## src/rtl/tsps_pkg.sv

```systemverilog
// ----------------------------------------------------------------------------
// Time-slice priority scheduler: package
// Sizes, control structs and controller states shared by all modules.
// ----------------------------------------------------------------------------
package tsps_pkg;

	// number of tasks, task 0 is the idle task
	localparam int TASK_COUNT = 4;
	// tasks that have a priority register
	localparam int PRIO_REGS  = 4;
	localparam int PRIO_W     = 4;
	localparam int RUN_W      = $clog2(TASK_COUNT + 1);
	localparam int CNT_W      = $clog2(TASK_COUNT + 1);
	localparam int CFG_IDX_W  = 2;
	localparam int OUT_TASK_W = 3;

	// register indexes
	localparam logic [CFG_IDX_W-1:0] REG_PRIO_TASK1 = 2'd0;

	// priority of a task with no register
	localparam logic [PRIO_W-1:0] PRIO_DEFAULT = 4'd1;

	// candidate passed from cell to cell during a scan
	typedef struct packed {
		logic [RUN_W-1:0]  idx;
		logic [PRIO_W-1:0] slice;
		logic [PRIO_W-1:0] prio;
	} cand_t;

	// broadcast control from the controller
	typedef struct packed {
		logic             charge;
		logic             reload;
		logic [RUN_W-1:0] idx;
	} sched_ctrl_t;

	// per-cell priority write
	typedef struct packed {
		logic              we;
		logic [PRIO_W-1:0] wdata;
	} prio_wr_t;

	typedef enum logic [1:0] {
		ST_IDLE,
		ST_SCAN,
		ST_OUT
	} state_t;

endpackage

```

## src/rtl/time_slice_priority_scheduler.sv

```systemverilog
// ----------------------------------------------------------------------------
// Time-slice priority scheduler
// Keeps a remaining slice per task in a row of cells and picks the next task
// by passing a best-so-far candidate down the row.
//
//   channel  | dir | payload
//   ---------+-----+--------------------------------------------------
//   s_axis   | in  | tick
//   m_axis   | out | running_task, switched, reloaded
//   cfg      | in  | priority_task1..4 by index 0..3, write only
//
// A status query or a tick without a reschedule goes from ST_IDLE through
// ST_OUT to the output register. A reschedule first passes the candidate
// across the cell row in ST_SCAN, and a reload makes a second pass.
// One request is in work at a time; a new one is taken once the previous
// result is in the output register. Reset clears all slices, selects the
// idle task and sets every priority to 1.
// ----------------------------------------------------------------------------
module time_slice_priority_scheduler (
	input  logic                               clk,
	input  logic                               arst_n,
	input  logic                               s_tvalid,
	output logic                               s_tready,
	input  logic [7:0]                         s_tdata,   // [0] tick
	output logic                               m_tvalid,
	input  logic                               m_tready,
	output logic [7:0]                         m_tdata,   // [2:0] running_task, [3] switched,
	                                                      // [4] reloaded
	input  logic                               cfg_we,
	input  logic [tsps_pkg::CFG_IDX_W-1:0]     cfg_index,
	input  logic [tsps_pkg::PRIO_W-1:0]        cfg_wdata
);
	import tsps_pkg::*;

	cand_t                 cand [TASK_COUNT+1];
	logic [PRIO_W-1:0]     slice [TASK_COUNT];
	prio_wr_t              prio_wr [TASK_COUNT];
	sched_ctrl_t           ctrl;
	logic [RUN_W-1:0]      running;
	logic [PRIO_W-1:0]     run_slice;
	logic [OUT_TASK_W-1:0] out_task;
	logic                  out_switched;
	logic                  out_reloaded;

	// empty candidate enters the head of the row
	assign cand[0] = '0;

	// priority write decode, tasks without a register keep their default
	always_comb begin
		for (int k = 0; k < TASK_COUNT; k++) begin
			prio_wr[k].wdata = cfg_wdata;
			if (k < PRIO_REGS) begin
				prio_wr[k].we = cfg_we &&
					(cfg_index == REG_PRIO_TASK1 + CFG_IDX_W'(k));
			end else begin
				prio_wr[k].we = 1'b0;
			end
		end
	end

	// slice of the running task, zero for the idle task
	always_comb begin
		run_slice = '0;
		for (int k = 0; k < TASK_COUNT; k++) begin
			if (running == RUN_W'(k + 1)) begin
				run_slice = slice[k];
			end
		end
	end

	// cell row
	for (genvar k = 0; k < TASK_COUNT; k++) begin : g_cell
		tsps_cell u_cell (
			.clk      (clk),
			.arst_n   (arst_n),
			.cell_id  (RUN_W'(k + 1)),
			.ctrl     (ctrl),
			.prio_wr  (prio_wr[k]),
			.cand_in  (cand[k]),
			.cand_out (cand[k+1]),
			.slice    (slice[k])
		);
	end

	tsps_ctrl u_ctrl (
		.clk          (clk),
		.arst_n       (arst_n),
		.in_valid     (s_tvalid),
		.in_ready     (s_tready),
		.tick         (s_tdata[0]),
		.run_slice    (run_slice),
		.tail         (cand[TASK_COUNT]),
		.ctrl         (ctrl),
		.running      (running),
		.out_valid    (m_tvalid),
		.out_ready    (m_tready),
		.out_task     (out_task),
		.out_switched (out_switched),
		.out_reloaded (out_reloaded)
	);

	assign m_tdata = {3'b000, out_reloaded, out_switched, out_task};

endmodule

```

## src/rtl/tsps_cell.sv

```systemverilog
// ----------------------------------------------------------------------------
// Time-slice priority scheduler: task cell
// Holds one task's priority and remaining slice, and compares itself against
// the candidate handed in by its left neighbor every cycle.
// ----------------------------------------------------------------------------
module tsps_cell (
	input  logic                         clk,
	input  logic                         arst_n,
	input  logic [tsps_pkg::RUN_W-1:0]   cell_id,
	input  tsps_pkg::sched_ctrl_t        ctrl,
	input  tsps_pkg::prio_wr_t           prio_wr,
	input  tsps_pkg::cand_t              cand_in,
	output tsps_pkg::cand_t              cand_out,
	output logic [tsps_pkg::PRIO_W-1:0]  slice
);
	import tsps_pkg::*;

	logic [PRIO_W-1:0] prio_q;
	logic [PRIO_W-1:0] slice_q;
	cand_t             cand_q;
	logic              take;

	// priority register
	always_ff @(posedge clk or negedge arst_n) begin
		if (!arst_n) begin
			prio_q <= PRIO_DEFAULT;
		end else if (prio_wr.we) begin
			prio_q <= prio_wr.wdata;
		end
	end

	// remaining slice: reload from priority or charge one unit
	always_ff @(posedge clk or negedge arst_n) begin
		if (!arst_n) begin
			slice_q <= '0;
		end else if (ctrl.reload) begin
			slice_q <= prio_q;
		end else if (ctrl.charge && ctrl.idx == cell_id && slice_q != '0) begin
			slice_q <= slice_q - 1'b1;
		end
	end

	// larger slice wins, then higher priority; equal keeps the lower index
	assign take = (slice_q > cand_in.slice) ||
		(slice_q == cand_in.slice && prio_q > cand_in.prio);

	always_ff @(posedge clk) begin
		if (take) begin
			cand_q <= '{idx: cell_id, slice: slice_q, prio: prio_q};
		end else begin
			cand_q <= cand_in;
		end
	end

	assign cand_out = cand_q;
	assign slice    = slice_q;

endmodule

```

## src/rtl/tsps_ctrl.sv

```systemverilog
// ----------------------------------------------------------------------------
// Time-slice priority scheduler: controller
// Takes requests, charges the running task, waits for the cell row to
// settle, reloads when every slice is spent, and holds the result register.
// ----------------------------------------------------------------------------
module tsps_ctrl (
	input  logic                             clk,
	input  logic                             arst_n,
	input  logic                             in_valid,
	output logic                             in_ready,
	input  logic                             tick,
	input  logic [tsps_pkg::PRIO_W-1:0]      run_slice,
	input  tsps_pkg::cand_t                  tail,
	output tsps_pkg::sched_ctrl_t            ctrl,
	output logic [tsps_pkg::RUN_W-1:0]       running,
	output logic                             out_valid,
	input  logic                             out_ready,
	output logic [tsps_pkg::OUT_TASK_W-1:0]  out_task,
	output logic                             out_switched,
	output logic                             out_reloaded
);
	import tsps_pkg::*;

	state_t            state_q, state_d;
	logic [CNT_W-1:0]  cnt_q, cnt_d;
	logic [RUN_W-1:0]  running_q, running_d;
	logic [RUN_W-1:0]  before_q, before_d;
	logic              reload_q, reload_d;
	logic              out_valid_q;
	logic [OUT_TASK_W-1:0] out_task_q;
	logic              out_switched_q;
	logic              out_reloaded_q;
	logic              accept;
	logic              load_out;
	logic              resched;

	assign in_ready = (state_q == ST_IDLE);
	assign accept   = in_valid && in_ready;
	assign resched  = (running_q == '0) || (run_slice <= PRIO_W'(1));

	// next state and broadcast control
	always_comb begin
		state_d     = state_q;
		cnt_d       = cnt_q;
		running_d   = running_q;
		before_d    = before_q;
		reload_d    = reload_q;
		ctrl        = '{charge: 1'b0, reload: 1'b0, idx: running_q};
		load_out    = 1'b0;
		unique case (state_q)
			ST_IDLE: begin
				if (accept) begin
					before_d = running_q;
					reload_d = 1'b0;
					cnt_d    = '0;
					ctrl.charge = tick;
					if (tick && resched) begin
						state_d = ST_SCAN;
					end else begin
						state_d = ST_OUT;
					end
				end
			end
			ST_SCAN: begin
				if (cnt_q == CNT_W'(TASK_COUNT)) begin
					if (tail.slice == '0 && !reload_q) begin
						// every slice spent: reload and scan once more
						ctrl.reload = 1'b1;
						reload_d    = 1'b1;
						cnt_d       = '0;
					end else begin
						running_d = (tail.slice == '0) ? '0 : tail.idx;
						state_d   = ST_OUT;
					end
				end else begin
					cnt_d = cnt_q + 1'b1;
				end
			end
			ST_OUT: begin
				if (!out_valid_q || out_ready) begin
					load_out = 1'b1;
					state_d  = ST_IDLE;
				end
			end
			default: begin
				state_d = ST_IDLE;
			end
		endcase
	end

	// control registers
	always_ff @(posedge clk or negedge arst_n) begin
		if (!arst_n) begin
			state_q     <= ST_IDLE;
			cnt_q       <= '0;
			running_q   <= '0;
			before_q    <= '0;
			reload_q    <= 1'b0;
			out_valid_q <= 1'b0;
		end else begin
			state_q   <= state_d;
			cnt_q     <= cnt_d;
			running_q <= running_d;
			before_q  <= before_d;
			reload_q  <= reload_d;
			if (load_out) begin
				out_valid_q <= 1'b1;
			end else if (out_ready) begin
				out_valid_q <= 1'b0;
			end
		end
	end

	// result register
	always_ff @(posedge clk) begin
		if (load_out) begin
			out_task_q     <= OUT_TASK_W'(running_q);
			out_switched_q <= (running_q != before_q);
			out_reloaded_q <= reload_q;
		end
	end

	assign running      = running_q;
	assign out_valid    = out_valid_q;
	assign out_task     = out_task_q;
	assign out_switched = out_switched_q;
	assign out_reloaded = out_reloaded_q;

endmodule

```

## config.mk

```make
export PLATFORM = sky130hd
export DESIGN_NAME = time_slice_priority_scheduler
export DESIGN_NICKNAME = d
export VERILOG_FILES = /design/src/rtl/tsps_pkg.sv /design/src/rtl/time_slice_priority_scheduler.sv /design/src/rtl/tsps_cell.sv /design/src/rtl/tsps_ctrl.sv
export SDC_FILE = /design/constraint.sdc
export NUM_CORES = 1
export LEC_CHECK = 0
export BUFFER_PORTS_ARGS = -buffer_cell sky130_fd_sc_hd__buf_2
export CAP_MARGIN = 30
export CORE_ASPECT_RATIO = 1.1
export CORE_UTILIZATION = 30
export CTS_BUF_LIST = sky130_fd_sc_hd__clkbuf_16
export CTS_CLUSTER_DIAMETER = 30
export DETAILED_ROUTE_END_ITERATION = 16
export SYNTH_ARGS = -nofsm -noshare
export SYNTH_HDL_FRONTEND = slang
export SYNTH_SLANG_ARGS = --single-unit
```

## constraint.sdc

```tcl
create_clock -name clk -period 2.6 [get_ports clk]
set_input_delay 0.13 -clock clk [delete_from_list [all_inputs] [get_ports clk]]
set_output_delay 0.13 -clock clk [all_outputs]
set_load 0.005 [all_outputs]
```

* After elaboration in Yosys (flattened, before gate mapping)
Index checks and enable logic that the tools add are counted.
** Storage, ports and cells
- Flip-flop bits (word level) :: 86
- Bits of input ports :: 19
- Output and inout bits :: 10
** Operators by class
- Add/sub/neg operators :: 5
- $lt $le $gt $ge :: 9
- Eq/ne operators :: 20
- Multiplexer cells :: 40
- Bitwise logic cells :: 1
- Reduce and logical (&&, ||, !) cells :: 47
** Operator list (number)
- 2-to-1 mux 4 bit :: 12
- > comparator 4 bit :: 6
- 2-to-1 mux 8 bit :: 3
- logical AND 1 bit :: 19
- nonzero test 4 bit :: 4
- subtractor 4 x 1 -> 4 bit (second input constant) :: 4
- == test 4 bit :: 3
- 2-to-1 mux 1 bit :: 12
- 2-to-1 mux 3 bit :: 4
- nonzero test 2 bit :: 6
- 2-to-1 mux 2 bit :: 5
- 2-to-1 mux 9 bit :: 1
- > comparator 4 x 1 -> 1 bit (second input constant) :: 2
- zero test 4 bit :: 2
- AND reduction 4 bit :: 2
- == test 2 bit (second input constant) :: 3
- == test 3 x 2 -> 1 bit (second input constant) :: 2
- == test 3 bit (second input constant) :: 2
- logical OR 1 bit :: 6
- inequality test 2 x 1 -> 1 bit (second input constant) :: 3
- case mux 2 bit (3 select lines) :: 1
- case mux 3 bit (2 select lines) :: 1
- AND reduction 3 bit :: 2
- == test 2 x 1 -> 1 bit (second input constant) :: 2
- 12 further kinds :: 15

* Logic depth before layout (Yosys ltp)
- Depth in word-level cells :: 11
- Gate-level depth with buffers :: 8
- Mapped depth without buffers :: 7

* Hierarchy
Synthesis repeated with hierarchy kept, for this count alone.
** Second synthesis, totals
- Cells, all modules :: 466
- Area total of the unflattened synthesis :: 5133.7 µm²
** By module, submodules not included
- tsps_cell :: instances 4, cells an instance 90, area each 992.2 µm², sequential area each 421.7 µm²
- tsps_ctrl :: instances 1, cells an instance 75, area each 913.4 µm², sequential area each 475.5 µm²
- time_slice_priority_scheduler :: instances 1, cells an instance 31, area each 251.5 µm², sequential area each 0.0 µm²

* Least setup slack after synthesis
Ideal clock, no wire load.
- Kind :: flip-flop to flip-flop
- Start point :: register g_cell[2].u_cell.prio_q[0]
- End point :: register g_cell[2].u_cell.cand_q (netlist bit g_cell[2].u_cell.cand_out[0])
- Library setup time :: 121 ps
- Arrival time :: 1940 ps
- Data required time :: 2479 ps
- Path slack :: 539 ps
- Stages on the path, launching flop included :: 7
- Buffers on the path :: 0
- Clock period less this slack :: 2061 ps
- Cells stage by stage :: dfstp_2 > inv_1 > ha_1 > and4_1 > a21oi_1 > o22ai_1 > mux2_2
** Between the ends
- Longest elaborated chain between the ends :: 4
** Ends and longest elaborated chain
- from (decl) :: line tsps_cell.sv:18 : logic [PRIO_W-1:0] prio_q;
- from (signal assigned) :: line tsps_cell.sv:28 : prio_q <= prio_wr.wdata;
- > comparator 4 bit :: line tsps_cell.sv:45 : (slice_q == cand_in.slice && prio_q > cand_in.prio);
- logical AND 1 bit :: line tsps_cell.sv:45
- logical OR 1 bit :: line tsps_cell.sv:44 : assign take = (slice_q > cand_in.slice) ||
- 2-to-1 mux 8 bit (*) :: line tsps_cell.sv:48 : if (take) begin
- to (signal assigned) :: line tsps_cell.sv:49 : cand_q <= '{idx: cell_id, slice: slice_q, prio: prio_q};
- to (signal assigned) :: line tsps_cell.sv:51 : cand_q <= cand_in;
- to (decl) :: line tsps_cell.sv:20 : cand_t cand_q;
Mark *: on every way between the ends. The rest lies on a longest branch, timed or not.
A chain may end at the register's enable or synchronous reset.

* Worst setup path in the final report
- Start point :: register u_ctrl.state_q[1]
- End point :: register g_cell[2].u_cell.slice_q[3]
** Between the ends
- Longest elaborated chain between the ends :: 7
** Ends and longest elaborated chain
- from (decl) :: line tsps_ctrl.sv:24 : state_t state_q, state_d;
- from (signal assigned) :: line tsps_ctrl.sv:101 : state_q <= state_d;
- zero test 2 bit :: line tsps_ctrl.sv:37, tsps_ctrl.sv:50
- logical AND 1 bit :: line tsps_ctrl.sv:38 : assign accept = in_valid && in_ready;
- 2-to-1 mux 1 bit :: line tsps_ctrl.sv:52 : if (accept) begin
- 2-to-1 mux 1 bit :: line tsps_ctrl.sv:50 : unique case (state_q)
- logical AND 1 bit (2 in a row) :: line tsps_cell.sv:38 : end else if (ctrl.charge && ctrl.idx == cell_id && slice_q != '0) begin
- nonzero test 2 bit (no line)
- to (signal assigned) :: line tsps_cell.sv:37 : slice_q <= prio_q;
- to (signal assigned) :: line tsps_cell.sv:39 : slice_q <= slice_q - 1'b1;
- to (decl) :: line tsps_cell.sv:19 : logic [PRIO_W-1:0] slice_q;
Several ways; a longest one is shown, not always the timed one.

==> qor.json <==
{
  "timing.fmax": {"value": 0.470, "unit": "GHz"},
  "detailroute.via_count": {"value": 2676},
  "cpLargestDelayFamily": {"value": "simple AND/OR/NAND/NOR gates"},
  "drt_wl_total": {"value": 7610, "unit": "um"},
  "ys_seq_elements": {"value": 86},
  "post-route-worst-setup-slack": {"value": 0.471, "unit": "ns"},
  "most-common-layout-cells": {"value": "sky130_fd_sc_hd__inv_1, sky130_fd_sc_hd__dfrtp_1, sky130_fd_sc_hd__mux2_2"},
  "power-per-cell-area": {"value": 1090, "unit": "nW/um2"},
  "final_cycle_share": {"value": 0.819},
  "design.portCount": {"value": 29},
  "finish.net_count": {"value": 465},
  "final_hold_viol_count": {"value": 0},
  "initial_core_util": {"value": 0.310},
  "avgViaCountPerCell": {"value": 4.42},
  "globalRoute.totalOverflow": {"value": 0},
  "worstHoldPathType": {"value": "in2reg"},
  "number_of_distinct_library_cell_variants_in_the_gate_level_netlist_after_synthesis": {"value": 46},
  "dieArea": {"value": 14200, "unit": "um2"},
  "chipHeight": {"value": 125, "unit": "um"},
  "port_buffers": {"value": 18},
  "period_needed": {"value": 2.13, "unit": "ns"},
  "synth_ff_type": {"value": "sky130_fd_sc_hd__dfrtp_1"},
  "finalMaxSlewViolations": {"value": 0},
  "cts_tree": {"value": "built"},
  "util_after_layout": {"value": 0.357},
  "routabilityCongestion": {"value": 0.780},
  "setup_tns": {"value": 0, "unit": "ns"},
  "synth_top_cell_by_area": {"value": "sky130_fd_sc_hd__dfrtp_1"},
  "numCtsBuffers": {"value": 9},
  "placement.setup.worst_slack": {"value": 0.480, "unit": "ns"},
  "slowest_stage": {"value": "sky130_fd_sc_hd__or4b_1"},
  "synth_top_cells_by_area": {"value": "sky130_fd_sc_hd__dfrtp_1, sky130_fd_sc_hd__dfxtp_1, sky130_fd_sc_hd__mux2_2"},
  "grt_pass1_vias": {"value": 2785},
  "slowest_delay": {"value": 0.66, "unit": "ns"},
  "worst-path-buf-inv": {"value": 0},
  "grt_antenna_before_repair": {"value": 0},
  "netlist_area": {"value": 4130, "unit": "um2"},
  "synthesis.instances": {"value": 395},
  "total_number_of_clock_tree_sinks": {"value": 86},
  "layout_commonest_cell": {"value": "sky130_fd_sc_hd__inv_1"},
  "hpwl": {"value": 5890, "unit": "um"},
  "antennaDiodeCount": {"value": 0},
  "cp.required": {"value": 2.81, "unit": "ns"},
  "synth-edff-count": {"value": 5},
  "yosys_warnings": {"value": 0},
  "core_region_area": {"value": 13300, "unit": "um2"},
  "synth_sequential_area_ratio": {"value": 0.485},
  "insertion_delay": {"value": 0.34, "unit": "ns"},
  "clockRootBuffer": {"value": "sky130_fd_sc_hd__clkbuf_16"},
  "drc": {"value": 0},
  "clk_transition_reported_paths": {"value": 0.06, "unit": "ns"},
  "ctsResizeCount": {"value": 0},
  "detail_route.iter0.violations": {"value": 147},
  "setup.worst_path.start_class": {"value": "flip-flop"},
  "row_count": {"value": 44},
  "global_route_wire_length_before_repair": {"value": 13200, "unit": "um"},
  "cp_cell_sequence": {"value": "or3b_4 > or4b_1 > nor4_4 > xnor2_1 > o21ai_1"},
  "setup_viol_count_final": {"value": 0},
  "post_drt_wl_per_cell": {"value": 12.6, "unit": "um"},
  "rsz0062_at_grt": {"value": "no"},
  "drv_cap": {"value": 0},
  "power_leakage": {"value": 2.06, "unit": "nW"},
  "critical_path.max_fanout": {"value": 10},
  "relSlewSlack": {"value": 0.510},
  "drtPass1Iterations": {"value": 4},
  "synth.avg_cell_area": {"value": 10.4, "unit": "um2"},
  "async_flop_share": {"value": 0.523},
  "die_x": {"value": 114, "unit": "um"},
  "cts_hold_buf": {"value": 1},
  "worstMarginPinSlew": {"value": 0.734, "unit": "ns"},
  "worst_clock_skew": {"value": 0.00825, "unit": "ns"},
  "drive_gt1_frac": {"value": 0.207},
  "vdd.ir_drop.worst": {"value": 458, "unit": "uV"},
  "grt_usage": {"value": 0.119},
  "run_status": {"value": "finished, final reports clean"},
  "worst-setup-path-type": {"value": "reg2reg"},
  "cp_data_arrival_time": {"value": 2.34, "unit": "ns"},
  "maximum_number_of_pins_on_one_net_before_global_route_repair": {"value": 24},
  "max-clock-path-buffers": {"value": 2},
  "post_route_ant_nets": {"value": 0},
  "area.growth.synth_to_final": {"value": 15.4, "unit": "%"},
  "cts-htree-levels": {"value": 3},
  "synth_largest_type_area_fraction": {"value": 0.249},
  "timing.critical_path.to_type": {"value": "flip-flop"},
  "postCtsSetupRepairBufs": {"value": 0}
}
-- sequential cells by signal, indices dropped and copies added, names as in the netlist --
signal,cells
u_ctrl.before_q,3
u_ctrl.out_task,3
u_ctrl.running,3
u_ctrl.state_q,2
u_ctrl.out_valid,1
u_ctrl.out_switched,1
u_ctrl.out_reloaded,1
u_ctrl.cnt_q,3
g_cell.u_cell.prio_q,16
g_cell.u_cell.cand_out,36
u_ctrl.reload_q,1
g_cell.u_cell.slice,16
-- power by group --
| group | leakage [nW] | internal [mW] | total, mW | switching [mW] |
|---|---|---|---|---|
| sequential | 0.860 | 1.79 | 2.10 | 0.305 |
| clock | 0.145 | 0.795 | 1.30 | 0.508 |
| combinational | 1.05 | 0.930 | 1.79 | 0.857 |
| total | 2.06 | 3.52 | 5.19 | 1.67 |
-- cell type report --
cell class,count,area (um2)
fill,1400,8560
sequential,86,2000
multi-input combinational,249,1870
clock buffer,10,250
tap,184,230
timing repair buffer,29,195
inverter,41,154
clock inverter,6,60.1
-- cells in the mapped netlist (all sizes together) (3+ instances only) --
library cell,number
o211ai,3
dfxtp,36
nand3,7
inv,41
nor3,6
nor3b,4
nand2b,6
mux2,37
dfrtp,41
o22ai,4
nor2b,5
o21ai,28
and4,3
nand2,34
xor2,6
and2,5
dfstp,4
nor2,14
ha,30
edfxtp,5
mux2i,5
nand3b,3
nor4,4
a21oi,15
buf,7
clkbuf,14
nand4,3
xnor2,9
-- path summary, 6_finish.rpt --
| check | start | endpoint | slack [ns] | cells past startpoint |
|---|---|---|---|---|
| min reg2reg | g_cell[2].u_cell.cand_out[9] | g_cell[3].u_cell.cand_out[9] | 0.42 | 1 |
| max | u_ctrl.state_q[1] | g_cell[2].u_cell.slice[3] | 0.47 | 5 |
| max in group asynchronous | arst_n | g_cell[3].u_cell.slice[3] | 1.76 | 3 |
| min | cfg_wdata[0] | g_cell[3].u_cell.prio_q[0] | 0.09 | 2 |
| min in group asynchronous | arst_n | u_ctrl.cnt_q[1] | 0.33 | 2 |
| max reg2reg | u_ctrl.state_q[1] | g_cell[2].u_cell.slice[3] | 0.47 | 5 |
-- metrics by stage --
stage | area, um2 | cells | hold WS [ns] | total power [mW]
global route | 4760 | 605 | 0.0870 | 5.58
detailed placement | 4440 | 588 | 0.154 | 3.93
finish | 4760 | 605 | 0.0892 | 5.19
global placement | 4410 | 587 | 0.358 | 3.84
CTS | 4760 | 605 | 0.0835 | 5.24
floorplan | 4130 | 397 | -0.166 | 3.41
-- cell families after synthesis --
logic type	Yosys count	share of synthesized area
simple gates	101	0.133
flops	86	0.485
buf+inv	62	0.0631
compound gates	58	0.0819
mux	42	0.113
fa+ha+maj	30	0.0910
xor+xnor	15	0.0318
other cells	1	0.000909
-- per-layer routing --
layer  vias up  share of wire  global-route usage
li1       1384              -                   -
met1      1252           0.48               0.146
met2        33           0.48               0.201
met3         7          0.032              0.0296
met4         0          0.014              0.0458
met5         -              0                   0
No activity file was read; power rests on OpenSTA's default activity.
